==> src/rtl/fxp_pkg.sv <==
// shared types, constants and helper functions of the flat xml field parser
package fxp_pkg;

	localparam int MAX_FIELDS_DEF     = 64;
	localparam int MAX_NAME_LEN_DEF   = 32;
	localparam int ROOT_NAME_SIZE_DEF = 32;
	localparam int LA_DEPTH           = 12;
	localparam int MAXRES             = 16;
	localparam int QDEPTH             = 4;

	localparam logic [7:0] CH_LT    = 8'h3C;
	localparam logic [7:0] CH_GT    = 8'h3E;
	localparam logic [7:0] CH_AMP   = 8'h26;
	localparam logic [7:0] CH_SEMI  = 8'h3B;
	localparam logic [7:0] CH_SLASH = 8'h2F;
	localparam logic [7:0] CH_QMARK = 8'h3F;
	localparam logic [7:0] CH_BANG  = 8'h21;
	localparam logic [7:0] CH_DASH  = 8'h2D;
	localparam logic [7:0] CH_DQUOT = 8'h22;
	localparam logic [7:0] CH_SQUOT = 8'h27;
	localparam logic [7:0] CH_HASH  = 8'h23;
	localparam logic [7:0] BOM_0    = 8'hEF;
	localparam logic [7:0] BOM_1    = 8'hBB;
	localparam logic [7:0] BOM_2    = 8'hBF;

	typedef enum logic [2:0] {
		EV_ROOT = 3'd0,
		EV_NAME = 3'd1,
		EV_VAL  = 3'd2,
		EV_FEND = 3'd3,
		EV_OK   = 3'd4,
		EV_ERR  = 3'd5
	} ev_kind_t;

	typedef struct packed {
		logic       space;
		logic       nstart;
		logic       nchar;
		logic       digit;
		logic       hex;
		logic [3:0] nib;
	} chr_class_t;

	typedef struct packed {
		logic [7:0] data;
		logic       last;
		chr_class_t cls;
	} fxp_item_t;

	typedef struct packed {
		ev_kind_t   kind;
		logic [7:0] data;
		logic       kept;
		logic [5:0] num;
	} fxp_event_t;

	function automatic chr_class_t classify(input logic [7:0] c);
		chr_class_t r;
		logic alpha;
		logic dig;
		alpha = (c >= 8'h41 && c <= 8'h5A) || (c >= 8'h61 && c <= 8'h7A);
		dig = (c >= 8'h30 && c <= 8'h39);
		r.space = (c == 8'h20) || (c >= 8'h09 && c <= 8'h0D);
		r.nstart = alpha || c == 8'h5F || c == 8'h3A;
		r.nchar = alpha || dig || c == 8'h5F || c == 8'h3A || c == CH_DASH || c == 8'h2E;
		r.digit = dig;
		r.hex = dig || (c >= 8'h61 && c <= 8'h66) || (c >= 8'h41 && c <= 8'h46);
		r.nib = dig ? c[3:0] : 4'(c[3:0] + 4'd9);
		return r;
	endfunction

	function automatic fxp_event_t mk_ev(input ev_kind_t k, input logic [7:0] d,
			input logic kept, input logic [5:0] num);
		fxp_event_t e;
		e.kind = k;
		e.data = d;
		e.kept = kept;
		e.num = num;
		return e;
	endfunction

	// utf-8 length minus one for a code point
	function automatic logic [1:0] utf8_nm1(input logic [31:0] cp);
		logic [1:0] r;
		if (cp[31:7] == '0) r = 2'd0;
		else if (cp[31:11] == '0) r = 2'd1;
		else if (cp[31:16] == '0) r = 2'd2;
		else r = 2'd3;
		return r;
	endfunction

	function automatic logic [7:0] utf8_byte(input logic [31:0] cp, input logic [1:0] nm1,
			input logic [1:0] i);
		logic [7:0] r;
		logic [1:0] sh;
		sh = 2'(nm1 - i);
		if (i == 2'd0) begin
			case (nm1)
				2'd0: r = cp[7:0];
				2'd1: r = 8'hC0 | cp[13:6];
				2'd2: r = 8'hE0 | cp[19:12];
				default: r = 8'hF0 | cp[25:18];
			endcase
		end else begin
			case (sh)
				2'd0: r = {2'b10, cp[5:0]};
				2'd1: r = {2'b10, cp[11:6]};
				default: r = {2'b10, cp[17:12]};
			endcase
		end
		return r;
	endfunction

endpackage

==> src/rtl/flat_xml_field_parser.sv <==
// top level of the flat xml field parser: byte queue, parser engine, output port
// path: an accepted byte is written into the queue, then loaded into the parser's byte register;
//   each of its events passes the hold register and then the output register
// flow: each byte is parsed to the end before the next is taken: idle, parse and finish states,
//   a parse step per re-examined byte, value steps per replayed byte and literal replay, a utf
//   step per utf-8 byte and a flush step for an error at the end of a document; output stalls hold the parser
// reset: arst_n clears the queue, the parser state and the output valid flag at once;
//   no clearing pass is needed
module flat_xml_field_parser #(
	parameter int MAX_FIELDS     = fxp_pkg::MAX_FIELDS_DEF,
	parameter int MAX_NAME_LEN   = fxp_pkg::MAX_NAME_LEN_DEF,
	parameter int ROOT_NAME_SIZE = fxp_pkg::ROOT_NAME_SIZE_DEF
) (
	input  logic        clk,
	input  logic        arst_n,
	input  logic        s_tvalid,
	output logic        s_tready,
	input  logic [7:0]  s_tdata,   // [7:0] data_byte
	input  logic        s_tlast,   // end_of_doc
	output logic        m_tvalid,
	input  logic        m_tready,
	output logic [15:0] m_tdata,   // [7:0] out_byte, [8] field_kept, [14:9] field_number, [15] zero
	output logic [2:0]  m_tuser,   // [2:0] event_kind
	output logic        m_tlast    // run_last
);
	import fxp_pkg::*;

	logic       item_valid;
	logic       item_ready;
	fxp_item_t  item;
	fxp_event_t ev;

	// front end: classify each byte and hold up to QDEPTH of them in a queue
	fxp_front u_front (
		.clk        (clk),
		.arst_n     (arst_n),
		.s_tvalid   (s_tvalid),
		.s_tready   (s_tready),
		.s_tdata    (s_tdata),
		.s_tlast    (s_tlast),
		.item_valid (item_valid),
		.item_ready (item_ready),
		.item       (item)
	);

	// back end: tag parsing, entity decoding and event output register
	fxp_back #(
		.MAX_FIELDS     (MAX_FIELDS),
		.MAX_NAME_LEN   (MAX_NAME_LEN),
		.ROOT_NAME_SIZE (ROOT_NAME_SIZE)
	) u_back (
		.clk        (clk),
		.arst_n     (arst_n),
		.item_valid (item_valid),
		.item_ready (item_ready),
		.item       (item),
		.m_tvalid   (m_tvalid),
		.m_tready   (m_tready),
		.ev         (ev),
		.m_tlast    (m_tlast)
	);

	// pack the event fields onto the stream
	assign m_tdata = {1'b0, ev.num, ev.kept, ev.data};
	assign m_tuser = ev.kind;

	// only defined event kinds leave the block
	a_kind_range: assert property (@(posedge clk) disable iff (!arst_n)
		m_tvalid |-> (m_tuser <= 3'(EV_ERR)))
		else $error("undefined event kind");

	// ok and error end the document, so they close the run of their byte
	a_end_is_last: assert property (@(posedge clk) disable iff (!arst_n)
		(m_tvalid && (m_tuser == 3'(EV_OK) || m_tuser == 3'(EV_ERR))) |-> m_tlast)
		else $error("document result not last of its byte");

	// kept flag is only raised on field end
	a_kept_fend: assert property (@(posedge clk) disable iff (!arst_n)
		(m_tvalid && m_tdata[8]) |-> (m_tuser == 3'(EV_FEND)))
		else $error("kept flag outside field end");

	// marker events carry no byte
	a_marker_zero: assert property (@(posedge clk) disable iff (!arst_n)
		(m_tvalid && m_tuser >= 3'(EV_FEND)) |-> (m_tdata[7:0] == 8'd0))
		else $error("marker event with data byte");

endmodule

==> src/rtl/fxp_front.sv <==
// front end: classifies incoming bytes and queues them for the parser
module fxp_front (
	input  logic               clk,
	input  logic               arst_n,
	input  logic               s_tvalid,
	output logic               s_tready,
	input  logic [7:0]         s_tdata,   // data_byte
	input  logic               s_tlast,   // end_of_doc
	output logic               item_valid,
	input  logic               item_ready,
	output fxp_pkg::fxp_item_t item
);
	import fxp_pkg::*;

	localparam int PW = $clog2(QDEPTH);

	fxp_item_t       q_q [QDEPTH];
	logic [PW-1:0]   wr_q;
	logic [PW-1:0]   rd_q;
	logic [PW:0]     cnt_q;
	logic            push;
	logic            pop;

	assign s_tready = cnt_q < (PW+1)'(QDEPTH);
	assign item_valid = cnt_q != '0;
	assign item = q_q[rd_q];
	assign push = s_tvalid && s_tready;
	assign pop = item_valid && item_ready;

	always_ff @(posedge clk) begin
		if (push) begin
			q_q[wr_q] <= '{data: s_tdata, last: s_tlast, cls: classify(s_tdata)};
		end
	end

	always_ff @(posedge clk or negedge arst_n) begin
		if (!arst_n) begin
			wr_q <= '0;
			rd_q <= '0;
			cnt_q <= '0;
		end else begin
			if (push) wr_q <= PW'(wr_q + 1'b1);
			if (pop) rd_q <= PW'(rd_q + 1'b1);
			case ({push, pop})
				2'b10: cnt_q <= (PW+1)'(cnt_q + 1'b1);
				2'b01: cnt_q <= (PW+1)'(cnt_q - 1'b1);
				default: cnt_q <= cnt_q;
			endcase
		end
	end

endmodule

==> src/rtl/fxp_back.sv <==
// back end: tag state machine, entity decoder with replay buffer, event output
module fxp_back #(
	parameter int MAX_FIELDS     = fxp_pkg::MAX_FIELDS_DEF,
	parameter int MAX_NAME_LEN   = fxp_pkg::MAX_NAME_LEN_DEF,
	parameter int ROOT_NAME_SIZE = fxp_pkg::ROOT_NAME_SIZE_DEF
) (
	input  logic                clk,
	input  logic                arst_n,
	input  logic                item_valid,
	output logic                item_ready,
	input  fxp_pkg::fxp_item_t  item,
	output logic                m_tvalid,
	input  logic                m_tready,
	output fxp_pkg::fxp_event_t ev,
	output logic                m_tlast
);
	import fxp_pkg::*;

	localparam int FW = $clog2(MAX_FIELDS + 1);

	typedef enum logic [2:0] {E_IDLE, E_PARSE, E_VAL, E_UTF, E_FIN, E_FLUSH} eng_t;

	typedef enum logic [4:0] {
		PH_START, PH_JUNK, PH_LT, PH_PI, PH_PI_Q, PH_BANG, PH_BANG_DASH,
		PH_CMT0, PH_CMT1, PH_CMT2, PH_DECL, PH_ROOT_NAME, PH_CHILD_NAME,
		PH_TAIL, PH_TAIL_SLASH, PH_TAIL_QUOTE, PH_VALUE, PH_VALUE_LT,
		PH_CLOSE, PH_ROOT_CLOSE
	} phase_t;

	eng_t          eng_q;
	phase_t        phase_q;
	fxp_item_t     cur_q;
	logic          need_c_q;
	logic          lt_mode_q;
	logic [7:0]    la_q [LA_DEPTH];
	logic [3:0]    cnt_q;
	logic          src_pq_q;
	logic [3:0]    base_q;
	logic [31:0]   acc_q;
	logic          num_ok_q;
	logic          hex_q;
	logic [7:0]    pq_q [LA_DEPTH];
	logic [3:0]    len_q;
	logic [3:0]    rd_q;
	logic [1:0]    utf_n_q;
	logic [1:0]    utf_i_q;
	logic [FW-1:0] fields_q;
	logic [7:0]    nlen_q;
	logic          quote_single_q;
	logic [1:0]    bom_q;
	logic          fin_q;
	logic          in_root_q;
	logic          hold_v_q;
	fxp_event_t    hold_q;
	logic [4:0]    res_cnt_q;
	logic          m_tvalid_q;
	fxp_event_t    out_q;
	logic          out_last_q;

	logic          adv;
	logic          named_hit;
	logic [7:0]    named_byte;
	logic          num_valid;
	logic          kept;
	logic [5:0]    fnum;

	assign adv = !m_tvalid_q || m_tready;
	assign item_ready = (eng_q == E_IDLE) && adv;
	assign m_tvalid = m_tvalid_q;
	assign ev = out_q;
	assign m_tlast = out_last_q;
	assign fnum = 6'(fields_q);
	assign kept = (fields_q < FW'(MAX_FIELDS)) && (nlen_q < 8'(MAX_NAME_LEN));
	assign num_valid = num_ok_q && cnt_q >= 4'd3 && (!hex_q || cnt_q >= 4'd4);

	// named entities, body in la_q[1..]
	always_comb begin
		named_hit = 1'b0;
		named_byte = CH_AMP;
		if (cnt_q == 4'd4 && la_q[1] == "a" && la_q[2] == "m" && la_q[3] == "p") begin
			named_hit = 1'b1;
			named_byte = CH_AMP;
		end else if (cnt_q == 4'd3 && la_q[1] == "l" && la_q[2] == "t") begin
			named_hit = 1'b1;
			named_byte = CH_LT;
		end else if (cnt_q == 4'd3 && la_q[1] == "g" && la_q[2] == "t") begin
			named_hit = 1'b1;
			named_byte = CH_GT;
		end else if (cnt_q == 4'd5 && la_q[1] == "a" && la_q[2] == "p" && la_q[3] == "o"
				&& la_q[4] == "s") begin
			named_hit = 1'b1;
			named_byte = CH_SQUOT;
		end else if (cnt_q == 4'd5 && la_q[1] == "q" && la_q[2] == "u" && la_q[3] == "o"
				&& la_q[4] == "t") begin
			named_hit = 1'b1;
			named_byte = CH_DQUOT;
		end
	end

	always_ff @(posedge clk or negedge arst_n) begin : seq
		logic       gen;
		fxp_event_t gev;
		logic       vc;
		logic [7:0] vb;
		chr_class_t vk;
		logic       vpq;
		logic       rep;
		logic       rep_with;
		logic       push;
		fxp_event_t pev;
		logic       plast;
		logic [7:0] c;
		chr_class_t k;
		if (!arst_n) begin
			eng_q <= E_IDLE;
			phase_q <= PH_START;
			need_c_q <= 1'b0;
			lt_mode_q <= 1'b0;
			cnt_q <= '0;
			src_pq_q <= 1'b0;
			base_q <= '0;
			acc_q <= '0;
			num_ok_q <= 1'b0;
			hex_q <= 1'b0;
			len_q <= '0;
			rd_q <= '0;
			utf_n_q <= '0;
			utf_i_q <= '0;
			fields_q <= '0;
			nlen_q <= '0;
			quote_single_q <= 1'b0;
			bom_q <= '0;
			fin_q <= 1'b0;
			in_root_q <= 1'b0;
			hold_v_q <= 1'b0;
			res_cnt_q <= '0;
			m_tvalid_q <= 1'b0;
		end else begin
			gen = 1'b0;
			gev = '0;
			vc = 1'b0;
			vb = '0;
			vk = '0;
			vpq = 1'b0;
			rep = 1'b0;
			rep_with = 1'b0;
			push = 1'b0;
			pev = hold_q;
			plast = 1'b0;
			c = cur_q.data;
			k = cur_q.cls;
			if (m_tready) m_tvalid_q <= 1'b0;
			if (adv) begin
				case (eng_q)
					E_IDLE: begin
						if (item_valid) begin
							cur_q <= item;
							res_cnt_q <= '0;
							eng_q <= fin_q ? E_FIN : E_PARSE;
						end
					end
					E_PARSE: begin
						eng_q <= E_FIN;
						case (phase_q)
							PH_START: begin
								if (bom_q == 2'd0) begin
									if (c == BOM_0) bom_q <= 2'd1;
									else begin
										phase_q <= PH_JUNK;
										eng_q <= E_PARSE;
									end
								end else if (bom_q == 2'd1) begin
									if (c == BOM_1) bom_q <= 2'd2;
									else begin
										gen = 1'b1;
										gev = mk_ev(EV_ERR, '0, 1'b0, '0);
										fin_q <= 1'b1;
									end
								end else begin
									if (c == BOM_2) begin
										bom_q <= 2'd3;
										phase_q <= PH_JUNK;
									end else begin
										gen = 1'b1;
										gev = mk_ev(EV_ERR, '0, 1'b0, '0);
										fin_q <= 1'b1;
									end
								end
							end
							PH_JUNK: begin
								if (c == CH_LT) phase_q <= PH_LT;
								else if (!k.space) begin
									gen = 1'b1;
									gev = mk_ev(EV_ERR, '0, 1'b0, '0);
									fin_q <= 1'b1;
								end
							end
							PH_LT: begin
								if (c == CH_QMARK) phase_q <= PH_PI;
								else if (c == CH_BANG) phase_q <= PH_BANG;
								else if (in_root_q && c == CH_SLASH) phase_q <= PH_ROOT_CLOSE;
								else if (k.nstart) begin
									nlen_q <= 8'd1;
									gen = 1'b1;
									if (in_root_q) begin
										gev = mk_ev(EV_NAME, c, 1'b0, fnum);
										phase_q <= PH_CHILD_NAME;
									end else begin
										gev = mk_ev(EV_ROOT, c, 1'b0, '0);
										phase_q <= PH_ROOT_NAME;
									end
								end else begin
									gen = 1'b1;
									gev = mk_ev(EV_ERR, '0, 1'b0, '0);
									fin_q <= 1'b1;
								end
							end
							PH_PI: if (c == CH_QMARK) phase_q <= PH_PI_Q;
							PH_PI_Q: begin
								if (c == CH_GT) phase_q <= PH_JUNK;
								else if (c != CH_QMARK) phase_q <= PH_PI;
							end
							PH_BANG: begin
								if (c == CH_DASH) phase_q <= PH_BANG_DASH;
								else if (c == CH_GT) phase_q <= PH_JUNK;
								else phase_q <= PH_DECL;
							end
							PH_BANG_DASH: begin
								if (c == CH_DASH) phase_q <= PH_CMT0;
								else if (c == CH_GT) phase_q <= PH_JUNK;
								else phase_q <= PH_DECL;
							end
							PH_CMT0: if (c == CH_DASH) phase_q <= PH_CMT1;
							PH_CMT1: phase_q <= (c == CH_DASH) ? PH_CMT2 : PH_CMT0;
							PH_CMT2: begin
								if (c == CH_GT) phase_q <= PH_JUNK;
								else if (c != CH_DASH) phase_q <= PH_CMT0;
							end
							PH_DECL: if (c == CH_GT) phase_q <= PH_JUNK;
							PH_ROOT_NAME: begin
								if (k.nchar) begin
									gen = 1'b1;
									if ({1'b0, nlen_q} + 9'd1 >= 9'(ROOT_NAME_SIZE)) begin
										gev = mk_ev(EV_ERR, '0, 1'b0, '0);
										fin_q <= 1'b1;
									end else begin
										nlen_q <= 8'(nlen_q + 1'b1);
										gev = mk_ev(EV_ROOT, c, 1'b0, '0);
									end
								end else begin
									phase_q <= PH_TAIL;
									eng_q <= E_PARSE;
								end
							end
							PH_CHILD_NAME: begin
								if (k.nchar) begin
									if (nlen_q != 8'hFF) nlen_q <= 8'(nlen_q + 1'b1);
									gen = 1'b1;
									gev = mk_ev(EV_NAME, c, 1'b0, fnum);
								end else begin
									phase_q <= PH_TAIL;
									eng_q <= E_PARSE;
								end
							end
							PH_TAIL: begin
								if (c == CH_GT) begin
									if (!in_root_q) begin
										in_root_q <= 1'b1;
										phase_q <= PH_JUNK;
									end else phase_q <= PH_VALUE;
								end else if (c == CH_SLASH) phase_q <= PH_TAIL_SLASH;
								else if (c == CH_DQUOT || c == CH_SQUOT) begin
									quote_single_q <= (c == CH_SQUOT);
									phase_q <= PH_TAIL_QUOTE;
								end
							end
							PH_TAIL_SLASH: begin
								if (c == CH_GT) begin
									gen = 1'b1;
									if (!in_root_q) begin
										gev = mk_ev(EV_OK, '0, 1'b0, '0);
										fin_q <= 1'b1;
									end else begin
										// self-closing child ends the field at once
										gev = mk_ev(EV_FEND, '0, kept, fnum);
										if (kept) fields_q <= FW'(fields_q + 1'b1);
										phase_q <= PH_JUNK;
									end
								end else begin
									phase_q <= PH_TAIL;
									eng_q <= E_PARSE;
								end
							end
							PH_TAIL_QUOTE: begin
								if (c == (quote_single_q ? CH_SQUOT : CH_DQUOT)) phase_q <= PH_TAIL;
							end
							PH_VALUE: begin
								eng_q <= E_VAL;
								lt_mode_q <= (c == CH_LT);
								need_c_q <= (c != CH_LT);
							end
							PH_VALUE_LT: begin
								if (c == CH_SLASH) phase_q <= PH_CLOSE;
								else begin
									gen = 1'b1;
									gev = mk_ev(EV_ERR, '0, 1'b0, '0);
									fin_q <= 1'b1;
								end
							end
							PH_CLOSE: begin
								if (c == CH_GT) begin
									gen = 1'b1;
									gev = mk_ev(EV_FEND, '0, kept, fnum);
									if (kept) fields_q <= FW'(fields_q + 1'b1);
									phase_q <= PH_JUNK;
								end
							end
							PH_ROOT_CLOSE: begin
								if (c == CH_GT) begin
									gen = 1'b1;
									gev = mk_ev(EV_OK, '0, 1'b0, '0);
									fin_q <= 1'b1;
								end
							end
							default: begin
								gen = 1'b1;
								gev = mk_ev(EV_ERR, '0, 1'b0, '0);
								fin_q <= 1'b1;
							end
						endcase
					end
					E_VAL: begin
						if (need_c_q) begin
							vc = 1'b1;
							vb = c;
							vk = k;
							need_c_q <= 1'b0;
						end else if (rd_q < len_q) begin
							vc = 1'b1;
							vb = pq_q[rd_q];
							vk = classify(vb);
							vpq = 1'b1;
							rd_q <= 4'(rd_q + 1'b1);
						end else if (lt_mode_q && cnt_q != '0) begin
							rep = 1'b1;
						end else begin
							if (lt_mode_q) phase_q <= PH_VALUE_LT;
							eng_q <= E_FIN;
						end
						if (vc) begin
							if (cnt_q == '0) begin
								if (vb == CH_AMP) begin
									la_q[0] <= vb;
									cnt_q <= 4'd1;
									src_pq_q <= vpq;
									base_q <= rd_q;
								end else begin
									gen = 1'b1;
									gev = mk_ev(EV_VAL, vb, 1'b0, fnum);
								end
							end else if (vb == CH_SEMI) begin
								if (named_hit) begin
									gen = 1'b1;
									gev = mk_ev(EV_VAL, named_byte, 1'b0, fnum);
									cnt_q <= '0;
								end else if (num_valid) begin
									cnt_q <= '0;
									utf_n_q <= utf8_nm1(acc_q);
									utf_i_q <= '0;
									eng_q <= E_UTF;
								end else begin
									rep = 1'b1;
									rep_with = 1'b1;
								end
							end else if (cnt_q < 4'(LA_DEPTH)) begin
								la_q[cnt_q] <= vb;
								cnt_q <= 4'(cnt_q + 1'b1);
								if (!vpq) src_pq_q <= 1'b0;
								// running numeric reference decode
								if (cnt_q == 4'd1) begin
									num_ok_q <= (vb == CH_HASH);
									hex_q <= 1'b0;
									acc_q <= '0;
								end else if (cnt_q == 4'd2) begin
									if (vb == "x" || vb == "X") hex_q <= 1'b1;
									else if (vk.digit) acc_q <= {28'd0, vk.nib};
									else num_ok_q <= 1'b0;
								end else if (hex_q) begin
									if (vk.hex) acc_q <= {acc_q[27:0], vk.nib};
									else num_ok_q <= 1'b0;
								end else begin
									if (vk.digit) acc_q <= (acc_q << 3) + (acc_q << 1) + {28'd0, vk.nib};
									else num_ok_q <= 1'b0;
								end
							end else begin
								rep = 1'b1;
								rep_with = 1'b1;
							end
						end
						if (rep) begin
							// literal amp, then the entity body goes back through the decoder
							gen = 1'b1;
							gev = mk_ev(EV_VAL, CH_AMP, 1'b0, fnum);
							cnt_q <= '0;
							if (src_pq_q && (vpq || !rep_with)) begin
								rd_q <= 4'(base_q + 1'b1);
							end else begin
								for (int i = 0; i < LA_DEPTH - 1; i++) pq_q[i] <= la_q[i+1];
								if (rep_with) pq_q[4'(cnt_q - 1'b1)] <= vb;
								len_q <= 4'(cnt_q - 4'd1 + {3'd0, rep_with});
								rd_q <= '0;
							end
						end
					end
					E_UTF: begin
						gen = 1'b1;
						gev = mk_ev(EV_VAL, utf8_byte(acc_q, utf_n_q, utf_i_q), 1'b0, fnum);
						if (utf_i_q == utf_n_q) eng_q <= E_VAL;
						else utf_i_q <= 2'(utf_i_q + 1'b1);
					end
					E_FIN: begin
						if (cur_q.last && !fin_q && res_cnt_q < 5'(MAXRES)) begin
							gen = 1'b1;
							gev = mk_ev(EV_ERR, '0, 1'b0, '0);
							eng_q <= E_FLUSH;
						end else begin
							push = hold_v_q;
							plast = 1'b1;
							hold_v_q <= 1'b0;
							eng_q <= E_IDLE;
						end
						if (cur_q.last) begin
							phase_q <= PH_START;
							cnt_q <= '0;
							acc_q <= '0;
							fields_q <= '0;
							nlen_q <= '0;
							quote_single_q <= 1'b0;
							bom_q <= '0;
							fin_q <= 1'b0;
							in_root_q <= 1'b0;
							len_q <= '0;
							rd_q <= '0;
						end
					end
					E_FLUSH: begin
						push = hold_v_q;
						plast = 1'b1;
						hold_v_q <= 1'b0;
						eng_q <= E_IDLE;
					end
					default: eng_q <= E_IDLE;
				endcase
				// one event is held back so the last one of a byte can be marked
				if (gen && res_cnt_q < 5'(MAXRES)) begin
					if (hold_v_q) begin
						push = 1'b1;
						plast = 1'b0;
					end
					hold_q <= gev;
					hold_v_q <= 1'b1;
					res_cnt_q <= 5'(res_cnt_q + 1'b1);
				end
				if (push) begin
					m_tvalid_q <= 1'b1;
					out_q <= pev;
					out_last_q <= plast;
				end
			end
		end
	end

endmodule

==> config.mk <==
export PLATFORM = sky130hd
export DESIGN_NAME = flat_xml_field_parser
export DESIGN_NICKNAME = d
export VERILOG_FILES = /design/src/rtl/fxp_pkg.sv /design/src/rtl/flat_xml_field_parser.sv /design/src/rtl/fxp_front.sv /design/src/rtl/fxp_back.sv
export SDC_FILE = /design/constraint.sdc
export NUM_CORES = 1
export LEC_CHECK = 0
export ABC_CLOCK_PERIOD_IN_PS = 6350
export BUFFER_PORTS_ARGS = -buffer_cell sky130_fd_sc_hd__buf_2
export CORE_MARGIN = 1.5
export CORE_UTILIZATION = 33
export DETAILED_ROUTE_END_ITERATION = 10
export GPL_ROUTABILITY_DRIVEN = 0
export MAX_ROUTING_LAYER = met4
export PLACE_DENSITY = 0.5
export REMOVE_ABC_BUFFERS = 1
export SLEW_MARGIN = 20
export SYNTH_ARGS = -nofsm -noshare
export SYNTH_HDL_FRONTEND = slang
export SYNTH_SLANG_ARGS = --single-unit
==> constraint.sdc <==
create_clock -name clk -period 6.35 [get_ports clk]
set_input_delay 0.3175 -clock clk [delete_from_list [all_inputs] [get_ports clk]]
set_output_delay 0.3175 -clock clk [all_outputs]
set_load 0.005 [all_outputs]
[After elaboration in Yosys (flattened, before gate mapping)]
Memory sizes are Yosys's and may differ from the RTL's. A register that Yosys moved wholly into a read port is not among the register bits.
Cells that the tools add are included.
Word-level totals
  register bits: 136
  bits of input ports: 13
  memory bits (writable): 264
  memories: 3
  output and inout bits: 22
Cells by class
  muxes and demuxes: 312
  equality and inequality tests: 157
  $lt $le $gt $ge: 25
  bitwise operators: 3
  reductions and logical operators: 117
  $add $sub $neg: 19
Memories
  u_back.la_q: words 12, bits a word 8, read ports 11, clocked after Yosys merged registers in 0, wr ports 1, RTL line fxp_back.sv:35  | logic [7:0] la_q [LA_DEPTH];
  u_back.pq_q: words 12, bits a word 8, read ports 1, clocked after Yosys merged registers in 0, wr ports 12, RTL line fxp_back.sv:42  | logic [7:0] pq_q [LA_DEPTH];
  u_front.q_q: words 4, bits a word 18, read ports 1, clocked after Yosys merged registers in 1, wr ports 1, RTL line fxp_front.sv:17  | fxp_item_t q_q [QDEPTH];
Operator list (count)
  $mux 32: 12
  $mux 18: 21
  $pmux 18 s10: 1
  $mux 5: 35
  $mux 8: 19
  $mux 1: 128
  $eq 8x6->1 const B: 15
  $eq 8x7->1 const B: 15
  $mux 4: 20
  $pmux 5 s16: 1
  $pmux 18 s4: 1
  $pmux 32 s2: 1
  $mux 3: 19
  $mux 17: 3
  $ne 3x2->1 const B: 17
  $le 8x7->1 const B: 6
  $ne 3x3->1 const B: 16
  $pmux 8 s3: 2
  $reduce_and 7->1: 6
  $eq 5x4->1 const B: 8
  $logic_and 1x1->1: 40
  $ne 2x2->1 const B: 18
  $mux 7: 5
  $add 32x32->32: 1
  96 further kinds: 223

[Depth between registers and ports, before layout]
Gate-level depths: netlist of run 1.
An unclocked memory read counts as a cell.
  depth in word-level cells: 26
  depth in mapped cells: 27

[By module]
From an unflattened synthesis of run 1, not the netlist that was laid out.
Second synthesis, totals
  cells, all modules: 1924
  area, all modules: 23143.4 um^2
By module, submodules not included
  fxp_back: area an instance 19698.9 um^2, times used 1, cells each 1724
  fxp_front: area an instance 3433.3 um^2, times used 1, cells each 198
  flat_xml_field_parser: area an instance 11.3 um^2, times used 1, cells each 2

[Least setup slack after synthesis of run 1]
OpenSTA, ideal clock, no wires.
  path type: register to register
  start point: reg u_back.rd_q[1]
  end point: reg u_back.acc_q[23]
  required time: 6220 ps
  cell stages (with the launch flop): 22
  arrival: 5773 ps
  path slack: 447 ps
  period minus slack after synthesis: 5903 ps
  cells stage by stage: dfrtp_1 -> buf_2 -> clkbuf_1 -> mux4_2 -> mux4_2 -> a2bb2oi_1 -> a2111o_1 -> o21ai_0 -> xor2_1 -> o21ai_0 -> fa_1 -> ha_1 -> a21o_1 -> a2111oi_0 -> nor3_1 -> a2111oi_0 -> nor2_1 -> or4_1 -> a31oi_1 -> xnor2_1 -> o2111ai_1 -> o21ai_1
Between the ends
  word-level cells in the longest chain between the ends: 18
  elaborated cells between the ends (all ways): 48
  those cells by class: add/sub (2); order compare (7); eq/ne (9); mux (22); reduce/logical (7); memory (1)
Ends and longest elaborated chain
  start: declaration: RTL line fxp_back.sv:44  | logic [3:0] rd_q;
  start signal: assignment: RTL line fxp_back.sv:343  | rd_q <= 4'(rd_q + 1'b1);
  start signal: assignment: RTL line fxp_back.sv:406  | rd_q <= 4'(base_q + 1'b1);
  $mem_v2 12x8
  $ge 8x6->1 / $le 8x6->1 (equally long branches): RTL line fxp_pkg.sv:62  | dig = (c >= 8'h30 && c <= 8'h39);
  $logic_and 1x1->1: RTL line fxp_pkg.sv:62
  $mux 4: RTL line fxp_pkg.sv:68  | r.nib = dig ? c[3:0] : 4'(c[3:0] + 4'd9);
  $mux 6: RTL line fxp_back.sv:338  | end else if (rd_q < len_q) begin
  $mux 6: RTL line fxp_back.sv:333  | if (need_c_q) begin
  $mux 6: RTL line fxp_back.sv:154  | case (eng_q)
  $mux 6: RTL line fxp_back.sv:153  | if (adv) begin
  [2 not listed]
  $mux 32: RTL line fxp_back.sv:388  | end else if (hex_q) begin
  $mux 32: RTL line fxp_back.sv:384  | end else if (cnt_q == 4'd2) begin
  $mux 32: RTL line fxp_back.sv:380  | if (cnt_q == 4'd1) begin
  $mux 32: RTL line fxp_back.sv:375  | end else if (cnt_q < 4'(LA_DEPTH)) begin
  $mux 32: RTL line fxp_back.sv:361  | end else if (vb == CH_SEMI) begin
  $mux 32: RTL line fxp_back.sv:351  | if (cnt_q == '0) begin
  $mux 32: RTL line fxp_back.sv:350  | if (vc) begin
  $pmux 32 s2: RTL line fxp_back.sv:154
  end signal: assignment: RTL line fxp_back.sv:386  | else if (vk.digit) acc_q <= {28'd0, vk.nib};
  end signal: assignment: RTL line fxp_back.sv:389  | if (vk.hex) acc_q <= {acc_q[27:0], vk.nib};
  end signal: assignment: RTL line fxp_back.sv:392  | if (vk.digit) acc_q <= (acc_q << 3) + (acc_q << 1) + {28'd0, vk.nib};
  end: declaration: RTL line fxp_back.sv:39  | logic [31:0] acc_q;
Parallel ways exist; a longest one is shown, timed or not. The select of a mux whose other input is x is not followed.
A chain may end at the register's enable or synchronous reset.

[Final worst setup path of run 1]
  start point: reg u_back.rd_q[0]
  end point: reg u_back.acc_q[23]
The elaborated chain is that of the path after synthesis.

==> reports/qor.csv, run 1 <==
metric,value,unit
crit-path cells,"buf_4, mux4_2, mux4_2, a2bb2oi_1, a2111o_1, o21ai_0, xor2_1, o21ai_1, fa_1, ha_1, a21o_1, a2111oi_2, buf_4, nor3_1, a2111oi_1, nor2_1, or4_1, a31oi_1, xnor2_1, o2111ai_1, o21ai_1",
Clock Latency Late Sink,600,ps
chip width,267.7,um
pin count of the biggest net entering global routing,65,
library cells used by synthesis,87,
Max-cap violations,0,
Post-synth EDFFs,343,
max incr delay on CP,530,ps
CTS tree,done,
average cell area after synthesis,11.75,um^2
Starting Density,33.53,%
hpwl dp,45920,um
status,finished clean,
"FFs w/ async S/R, synth",22.40,%
unrepaired setup endpoints after global routing,false,
fin nets,2133,
fin crit share,94.62,%
clock skew,23.33,ps
GRT overflow,0,
final core utilization,37.90,%
Clock Pin Slew Worst Setup and Hold Paths,60,ps
WL met3,3365,um
H-tree levels,2,
initial antenna violation count,3,
CP Launch Type,flip-flop,
final period demand of the worst path,6008,ps
Max VDD drop,0.3509,mV
cts bufs inserted,50,
metal2 WL,29660,um
Slew @ Worst Pin,1114,ps
first-pass GRT wire length,97390,um
R2R Setup Slk,340,ps
Setup crit end kind,flip-flop,
DRT Wirelength,64030,um
DR WL/cell,21.38,um
share of cells above drive strength 1,14.58,%
Die H,267.7,um
synthesized area,23120,um^2
vias in the first global route,15737,
# IOs,35,
Setup WS pre-CTS,-8.305,ps
DRT iter0 DRCs,1548,
multi-input logic area,9703,um^2
slowest CP cell,mux4_2,
met1 wire length,29250,um
Core ar.,68950,um^2
buffer levels on the longest clock path,3,
crit path DAT,6460,ps
predominant post-synthesis flop cell,edfxtp_1,
CP max FO,10,
cell family with most CP delay,compound AO/OA/AOI/OAI gates,
Diodes inserted,0,
Vias,16108,
worst setup margin,341.8,ps
area delta synth->final,13.02,%
max-slew violation count,0,
DRC,0,
Pwr per Cell Area,459.6,nW/um^2
Synth warnings,0,
CTS root buffer,clkbuf_16,
DRT Pass-1 Iters,7,
highest routed metal layer,met4,
"Seq/Total Area, Yosys",55.27,%
"flops & latches, synth",442,
buffers and inverters on the worst path,2,
num rows,96,
Sequential cell area,12780,um^2
Buffers on Ports,33,
Final setup viols,0,
Hold/Removal Path Class,input pin to flip-flop,
fill count,6695,
Final Hold Viols,0,
postcts setup bufs,0,
CP required,6800,ps
Total Routing Usage GR,18.42,%
slew margin rel.,25.49,%
Final ANT Viol Nets,0,
Post-Synthesis Cells,1967,
# clock sinks,442,
mean number of vias per cell,5.378,
highest clock rate,166.4,MHz
leak pwr,9.637,nW
Setup CP Type,flip-flop to flip-flop,
die area,71650,um^2
[cell usage in the layout (no fill, tap or decap), types with 50 or more instances in the layout]
cell       synthesis  final
o21ai_0          105    100
nand2_1          173    173
inv_1             82     82
dfrtp_1           99     97
nand3_1           66     66
edfxtp_1         343    343
buf_4              5     54
clkbuf_16          0     50
ha_1              94     94
nor2_1           139    138
a21oi_1           78     76
[Yosys cell counts, types with 13 or more instances]
cell / n / area [um^2]
nor2b_1: 46 / 287.8
o21ai_0: 105 / 525.5
mux4_2: 45 / 1013
and2_1: 14 / 87.58
nand3_1: 66 / 330.3
or2_2: 48 / 300.3
xnor2_1: 28 / 245.2
ha_1: 94 / 1176
nor2_1: 139 / 521.8
nand3b_1: 14 / 105.1
a31oi_1: 20 / 125.1
nor3_1: 46 / 230.2
nand4_1: 18 / 112.6
dfrtp_1: 99 / 2477
a211oi_1: 13 / 97.59
or3_1: 13 / 81.33
a22oi_1: 16 / 120.1
nand2b_1: 26 / 162.7
clkbuf_1: 70 / 262.8
a21o_1: 16 / 120.1
nand2_1: 173 / 649.4
and3_1: 16 / 100.1
inv_1: 82 / 307.8
mux2_2: 19 / 214.0
xor2_1: 25 / 219.0
edfxtp_1: 343 / 10300
o211ai_1: 15 / 112.6
o21ai_1: 23 / 115.1
mux2i_1: 34 / 340.3
nor4_1: 16 / 100.1
a21oi_1: 78 / 390.4
mux2_1: 28 / 315.3
[cell families after synthesis]
logic type               Yosys count  share of synthesized area (%)
AND/OR/NAND/NOR                  673                          14.77
XOR/XNOR                          53                          2.008
flip-flops                       442                          55.27
adder cells (fa/ha/maj)           98                          5.391
buffers and inverters            172                          3.031
other                              1                        0.01622
AO/OA/AOI/OAI                    402                          11.37
multiplexers                     126                          8.146
[registers in the layout, indices dropped and copies added, names as in the netlist, 3 cells and up]
name / flops
u_front.cnt_q: 3
u_back.eng_q: 3
u_back.acc_q: 32
u_front.q_q: 72
u_back.res_cnt_q: 5
u_back.rd_q: 4
u_back.ev: 18
u_back.hold_q: 18
u_back.cnt_q: 4
u_back.nlen_q: 8
u_back.len_q: 4
u_back.cur_q: 18
u_back.la_q: 88
u_back.pq_q: 128
u_back.base_q: 4
u_back.phase_q: 5
u_back.fields_q: 7
[per-stage QoR]
stage | instance area (um^2) | TNS [ps] | instances | total power [mW] | hold WS [ps]
after floorplan | 22730 | -1786 | 1879 | 7.368 | 21.91
after global placement | 24520 | -25.04 | 2898 | 9.272 | 338.3
after detailed placement | 24520 | -8.305 | 2898 | 9.311 | 344.6
after CTS | 26090 | 0 | 2995 | 12.06 | 28.04
after global routing | 26130 | 0 | 2995 | 12.74 | 54.25
final | 26130 | 0 | 2995 | 12.01 | 58.06
[report_power, final]
| group | leakage [nW] | total (mW) | internal (mW) | switching, mW |
|---|---|---|---|---|
| logic | 4.49 | 4.98 | 1.77 | 3.21 |
| registers | 4.41 | 4.33 | 3.84 | 0.488 |
| clock network | 0.741 | 2.69 | 1.52 | 1.17 |
| total | 9.64 | 12.0 | 7.14 | 4.87 |
[layer usage]
layer | up-vias | GRT usage [%]
li1 | 7505 | -
met1 | 8022 | 25.26
met2 | 480 | 28.29
met3 | 101 | 2.391
met4 | 0 | 5.940
met5 | - | -
[worst paths after layout]
path	from	end	cells past startpoint
setup / recovery	u_back.rd_q[0]$_DFFE_PN0P_	u_back.acc_q[23]$_DFFE_PN0P_	21
hold / removal	s_tdata[6]	u_front.q_q[3][16]$_DFFE_PP_	1
setup reg to reg	u_back.rd_q[0]$_DFFE_PN0P_	u_back.acc_q[23]$_DFFE_PN0P_	21
hold reg to reg	u_back.hold_q[10]$_DFFE_PP_	u_back.ev[10]$_DFFE_PP_	0
max in group asynchronous	arst_n	u_back.rd_q[0]$_DFFE_PN0P_	3
min in group asynchronous	arst_n	u_back.phase_q[3]$_DFFE_PN0P_	2
[cell type report]
| type | count | share of cell area (%) |
|---|---|---|
| Inverter | 84 | 1.207 |
| Clock buffer | 64 | 5.067 |
| Sequential cell | 442 | 48.92 |
| Clock inverter | 29 | 0.7710 |
| Multi-Input combinational cell | 1353 | 37.14 |
| Tap cell | 931 | 4.458 |
| Timing Repair Buffer | 92 | 2.438 |
[repair_timing]
item | 4_1_cts | 5_1_grt
hold buffers | 4 | 0
gates cloned | 0 | 0
pin swaps | 0 | 1
hold endpoints to repair | 47 | 0
endpoints found under the setup margin | 1 | 6
resized for setup | 1 | 10
Power figures use the tool's default switching activity.
==> run 2: changes to the inputs <==
BUFFER_PORTS_ARGS = -buffer_cell sky130_fd_sc_hd__buf_4   (was -buffer_cell sky130_fd_sc_hd__buf_2)
HOLD_SLACK_MARGIN = 0.12   (was unset)
PLACE_DENSITY = 0.45   (was 0.5)
==> run 2 against run 1 <==
Compared with the run above: clock skew rose by 9.9 ps; global-route usage is 0.88 points higher; final cell count rose by 0.57%; critical endpoint unchanged; largest power group unchanged.
==> reports/qor.csv, run 2 (synthesis gave the netlist of run 1 again) <==
metric,value,unit,change
status,finished clean,,
vias in the first global route,15874,,+0.87%
CP required,6810,ps,about the same
chip width,267.7,um,unchanged
most frequent cells in the layout,"edfxtp_1, nand2_1, nor2_1",,
Reg-to-Reg End,u_back.acc_q[23]$_DFFE_PN0P_,,
multi-input logic area,9716,um^2,+0.13%
clock skew,33.25,ps,+9.926 ps
DRT iter0 DRCs,1335,,-14%
Max VDD drop,0.2677,mV,-24%
final core utilization,38.47,%,+0.58 points
Pwr per Cell Area,469.6,nW/um^2,+2.2%
Total Routing Usage GR,19.31,%,+0.88 points
Setup crit end kind,flip-flop,,
worst setup margin,412.2,ps,+70.37 ps
first-pass GRT wire length,101500,um,+4.2%
Final Instance Count excl. Fillers,3012,,+0.57%
die area,71650,um^2,unchanged
CP Launch Type,flip-flop,,
cell family with most CP delay,compound AO/OA/AOI/OAI gates,,
crit-path cells,"buf_4, mux4_2, a22o_1, a221o_1, a2111o_1, o21ai_0, xor2_1, o21ai_2, fa_1, ha_1, a21o_1, a2111oi_2, buf_4, nor3_1, a2111oi_0, nor2_1, or4_1, a31oi_1, xnor2_1, o2111ai_1, o21ai_1",,
Hold EP,u_back.eng_q[2]$_DFFE_PN0P_,,
max FFs per register,128,,unchanged
met1 wire length,31400,um,+7.4%
# placed instances,2903,,+0.17%
DRC,0,,unchanged
CP max FO,14,,+4
buffer levels on the longest clock path,3,,unchanged
GRT overflow,0,,unchanged
leak pwr,9.827,nW,+2.0%
share of cells above drive strength 1,15.34,%,+0.75 points
Setup WS pre-CTS,49.09,ps,+57.39 ps
crit path DAT,6400,ps,-60 ps
DRT Wirelength,66640,um,+4.1%
Buffers on Ports,33,,unchanged
Final setup viols,0,,unchanged
num rows,96,,unchanged
max incr delay on CP,550,ps,+20 ps
WL met3,3123,um,-7.2%
Die H,267.7,um,unchanged
cts bufs inserted,52,,+4.0%
DR WL/cell,22.12,um,+3.5%
initial antenna violation count,2,,-1
slew margin rel.,30.48,%,+5.0 points
pin count of the biggest net entering global routing,62,,-4.6%
Worst R2R Path Depth,21,,unchanged
hold path cells,4,,+3
final period demand of the worst path,5938,ps,-70.37 ps
Core ar.,68950,um^2,unchanged
mean number of vias per cell,5.343,,-0.65%
CTS root buffer,clkbuf_16,,
Hold/Removal Path Class,input pin to flip-flop,,
most frequent CP cell,buf_4,,
Final Power,12.45,mW,+3.7%
area delta synth->final,14.74,%,
# IOs,35,,unchanged
hold_sp,m_tready,,
unrepaired setup endpoints after global routing,false,,
Sequential cell area,12780,um^2,about the same
"commonest non-fill, non-tap cell in the layout",edfxtp_1,,
H-tree levels,2,,unchanged
Max-cap violations,0,,unchanged
Final Hold Viols,0,,unchanged
metal2 WL,31040,um,+4.6%
Top reg by flops,u_back.pq_q,,
DRT Pass-1 Iters,5,,-2
TNS Setup,0,ps,unchanged
Worst R2R Start,u_back.rd_q[0]$_DFFE_PN0P_,,
fin nets,2147,,+0.66%
biggest registers after layout,"u_back.pq_q (128), u_back.la_q (88), u_front.q_q (72)",,
fin crit share,93.51,%,-1.1 points
Clock Pin Slew Worst Setup and Hold Paths,60,ps,about the same
fill count,6721,,+0.39%
hpwl dp,47250,um,+2.9%
highest routed metal layer,met4,,
Vias,16094,,-0.087%
# clock sinks,442,,unchanged
CTS tree,done,,
Starting Density,33.53,%,unchanged
Setup CP Type,flip-flop to flip-flop,,
Final ANT Viol Nets,0,,unchanged
R2R Setup Slk,410,ps,+70 ps
Clock Latency Late Sink,620,ps,+20 ps
max-slew violation count,0,,unchanged
buffers and inverters on the worst path,2,,unchanged
slowest CP cell,dfrtp_4,,
Slew @ Worst Pin,1043,ps,-70.76 ps
highest clock rate,168.4,MHz,+1.2%
==> run 2: area by class of cell <==
class | count | share of cell area [%]
flip-flops and latches | 442 | 48.20
well taps | 931 | 4.392
clock inverters | 28 | 1.052
repair buffers | 104 | 3.113
diodes | 1 | 0.009434
multi-input cells | 1353 | 36.63
inverters | 84 | 1.189
clock buffers | 69 | 5.415
==> run 2: what timing repair did <==
item,4_1_cts,5_1_grt
buffers inserted,0,0
pin swaps,0,1
endpoints found under the hold margin,78,0
setup endpoints to repair,2,11
hold buffers,10,0
gates resized for setup,1,8
cloned,0,0
==> run 2: per-stage QoR <==
stage / instance area [um^2] / hold slack [ps]
after floorplan: 22730 / 21.91
after global placement: 24660 / 388.7
after detailed placement: 24660 / 392.1
after CTS: 26480 / 165.8
after global routing: 26520 / 192.1
final: 26520 / 190.6
==> run 2: worst min-delay path: stages <==
cell and delay [ps]:
buf_4 120, nor2b_1 140, nand2_1 90, o21ai_0 70
==> run 2: metal layers <==
layer	GRT usage [%]	vias to the layer above
met1	26.91	8077
met4	4.337	0
met2	29.94	402
met3	2.574	68
met5	-	-
li1	-	7547
==> run 2: worst max-delay path by stage <==
stage | depth (start not counted) | slack, ps | from | end
after global placement | 21 | 30 | u_back.rd_q[0]$_DFFE_PN0P_ | u_back.acc_q[23]$_DFFE_PN0P_
after floorplan | 24 | -430 | u_back.rd_q[1]$_DFFE_PN0P_ | u_back.acc_q[23]$_DFFE_PN0P_
after global routing | 25 | 20 | u_back.rd_q[0]$_DFFE_PN0P_ | u_back.acc_q[23]$_DFFE_PN0P_
after detailed placement | 21 | 50 | u_back.rd_q[0]$_DFFE_PN0P_ | u_back.acc_q[23]$_DFFE_PN0P_
after CTS | 21 | 50 | u_back.rd_q[0]$_DFFE_PN0P_ | u_back.acc_q[23]$_DFFE_PN0P_
final | 21 | 410 | u_back.rd_q[0]$_DFFE_PN0P_ | u_back.acc_q[23]$_DFFE_PN0P_
==> run 2: power by group <==
part / switching, mW / total [mW] / internal (mW)
clock network: 1.23 / 2.99 / 1.76
logic: 3.32 / 5.13 / 1.81
registers: 0.494 / 4.33 / 3.84
==> run 3: changes to the inputs <==
CTS_CLUSTER_SIZE = 12   (was unset)
GPL_TIMING_DRIVEN = 0   (was unset)
SYNTH_HIERARCHICAL = 1   (was unset)
==> run 3 against run 2 <==
Compared with the run above: sequential share of layout area increased by 0.080 points; die area increased by 0.11%; via count decreased by 3.0%; highest routed layer unchanged.
==> reports/qor.csv, run 3 <==
metric,value,unit,change
Synth warnings,6,,+6
Starting Density,33.57,%,+0.038 points
Die H,267.8,um,about the same
Hold/Removal Path Class,input pin to flip-flop,,
"Seq/Total Area, Yosys",55.21,%,-0.063 points
clock skew,18.17,ps,-15.09 ps
R2R Setup Slk,310,ps,-100 ps
hpwl dp,42510,um,-10%
"commonest non-fill, non-tap cell in the layout",edfxtp_1,,
status,finished clean,,
Post-Synthesis Cells,1924,,-2.2%
Setup CP Type,flip-flop to flip-flop,,
CTS tree,done,,
most numerous cell in the Yosys netlist,edfxtp_1,,
first-pass GRT wire length,93930,um,-7.4%
Final ANT Viol Nets,0,,unchanged
most frequent cells in the layout,"edfxtp_1, nand2_1, nor2_1",,
buffer levels on the longest clock path,3,,unchanged
pin count of the biggest net entering global routing,58,,-6.5%
Total Routing Usage GR,17.60,%,-1.7 points
Buffers on Ports,33,,unchanged
CTS root buffer,clkbuf_16,,
biggest registers after layout,"u_back/pq_q (128), u_back/la_q (88), u_front/q_q (72)",,
vias in the first global route,15561,,-2.0%
DRT Pass-1 Iters,8,,+3
CP required,6840,ps,+30 ps
GRT overflow,0,,unchanged
Final Hold Viols,0,,unchanged
max-slew violation count,0,,unchanged
# IOs,35,,unchanged
"FFs w/ async S/R, synth",22.40,%,unchanged
multi-input logic area,9858,um^2,+1.5%
Setup crit end kind,flip-flop,,
Max VDD drop,0.2638,mV,-1.5%
highest clock rate,165.6,MHz,-1.7%
leading cell types by count after synthesis,"edfxtp_1, nand2_1, nor2_1",,
Area after DPL,24440,um^2,-0.88%
mean number of vias per cell,5.309,,-0.65%
Clock Latency Late Sink,600,ps,-20 ps
CP max FO,9,,-5
DRT Wirelength,61330,um,-8.0%
DRC,0,,unchanged
final core utilization,38.42,%,-0.053 points
Slew @ Worst Pin,1091,ps,+48.23 ps
Core ar.,68950,um^2,unchanged
synthesized area,23140,um^2,+0.11%
num rows,96,,unchanged
slew margin rel.,27.27,%,-3.2 points
Sequential cell area,12790,um^2,about the same
Setup WS pre-CTS,-1063,ps,-1112 ps
fin nets,2081,,-3.1%
final period demand of the worst path,6038,ps,+100.5 ps
Post-synth EDFFs,343,,unchanged
post-synth top area cell,edfxtp_1,,
fill count,6699,,-0.33%
Clock Pin Slew Worst Setup and Hold Paths,60,ps,about the same
hold slack,199.9,ps,+9.243 ps
TNS Setup,0,ps,unchanged
Final setup viols,0,,unchanged
fin crit share,95.09,%,+1.6 points
die area,71730,um^2,+0.11%
initial antenna violation count,0,,-2
cts bufs inserted,50,,-3.8%
average cell area after synthesis,12.03,um^2,+2.4%
top cell type's share of synthesized area,44.50,%,-0.051 points
Pwr per Cell Area,473.5,nW/um^2,+0.83%
# clock sinks,442,,unchanged
crit path DAT,6530,ps,+130 ps
largest cells by area after synthesis,"edfxtp_1, dfrtp_1, ha_1, mux4_2, o21ai_0",,
Vias,15618,,-3.0%
"flops & latches, synth",442,,unchanged
Top reg by flops,u_back/pq_q,,
leak pwr,9.663,nW,-1.7%
area delta synth->final,14.45,%,
CP Launch Type,flip-flop,,
library cells used by synthesis,96,,+10%
DR WL/cell,20.85,um,-5.8%
max FFs per register,128,,unchanged
share of cells above drive strength 1,15.07,%,-0.26 points
Max-cap violations,0,,unchanged
DRT iter0 DRCs,1290,,-3.4%
chip width,267.8,um,about the same
predominant post-synthesis flop cell,edfxtp_1,,
worst setup margin,311.7,ps,-100.5 ps
Final Cell Area,26490,um^2,-0.14%
H-tree levels,2,,unchanged
run 3: changes by cell type after synthesis, moves of 19 or more:
cell      previous run  this run
and2_1              14        56
or2_2               48         8
nand2b_1            26        56
nor2b_1             46        18
nand3_1             66        47
run 3: what timing repair did:
item                                    in CTS  in global routing
gates cloned                                 0                  1
hold buffers                                10                  0
endpoints found under the setup margin      21                 14
hold endpoints to repair                    86                  0
pin swaps                                    2                  9
gates resized for setup                     15                 16
setup buffers                                6                 15
run 3: cell type report:
| cell class | instances | share of cell area, % |
|---|---|---|
| clock inverters | 25 | 0.9495 |
| flip-flops and latches | 442 | 48.28 |
| repair buffers | 82 | 3.009 |
| well taps | 931 | 4.398 |
| diodes | 1 | 0.009447 |
| multi-input cells | 1322 | 37.22 |
| inverters | 72 | 1.020 |
| clock buffers | 67 | 5.116 |
run 3: report_power, final:
| part | switching, mW | leakage [nW] | internal [mW] |
|---|---|---|---|
| registers | 0.609 | 4.42 | 3.85 |
| logic | 3.33 | 4.47 | 1.93 |
| clock network | 1.19 | 0.780 | 1.63 |
run 3: cells by family after synthesis:
logic type / count (synthesis) / share of synthesized area, %
muxes: 118 / 8.093
adders and majority gates: 99 / 5.439
buffers and inverters: 160 / 3.055
AOI/OAI and AO/OA: 413 / 11.69
and+or+nand+nor: 637 / 14.46
xor gates and xnor gates: 54 / 2.044
DFF: 442 / 55.21
other: 1 / 0.01620
run 3: worst max-delay path: stages, from the launching register on:
cell      delay, ps
dfrtp_4         540
buf_4           170
mux4_2          550
a22oi_1         350
nand2_1         220
or4b_4          610
nand2_1         110
xor2_1           80
o31ai_2         410
ha_1            330
ha_1            230
fa_1            420
a21o_1          220
a21oi_4         210
o21ai_2         120
a21oi_2         190
o21ai_1         160
nor3b_2         280
o21bai_1        110
a21oi_1         180
xor2_1          140
o21ai_0          90
a31o_1          220
run 3: path summary, 6_finish.rpt:
path                                             start                            to  depth (start not counted)
setup / recovery            u_back/rd_q[0]$_DFFE_PN0P_  u_back/acc_q[22]$_DFFE_PN0P_                         22
hold / removal                                s_tvalid   u_front/wr_q[0]$_DFFE_PN0P_                          3
setup reg to reg            u_back/rd_q[0]$_DFFE_PN0P_  u_back/acc_q[22]$_DFFE_PN0P_                         22
hold reg to reg            u_back/hold_q[14]$_DFFE_PP_       u_back/ev[14]$_DFFE_PP_                          0
max in group asynchronous                       arst_n   u_front/rd_q[0]$_DFFE_PN0P_                          3
min in group asynchronous                       arst_n  u_back/acc_q[26]$_DFFE_PN0P_                          2
run 3: metrics by stage:
step / power [mW] / std cells
floorplan: 7.583 / 1836
global placement: 9.386 / 2800
detailed placement: 9.585 / 2817
CTS: 12.54 / 2925
global route: 13.34 / 2941
finish: 12.54 / 2942
run 3: metal layers:
layer	wire length (um)	vias to the layer above	share of wire [%]	track usage, %
li1	-	7348	-	-
met1	28810	7829	47	23.59
met2	28760	352	47	27.90
met3	2400	89	3.9	2.337
met4	1360	0	2.2	5.100
met5	0	-	0	-
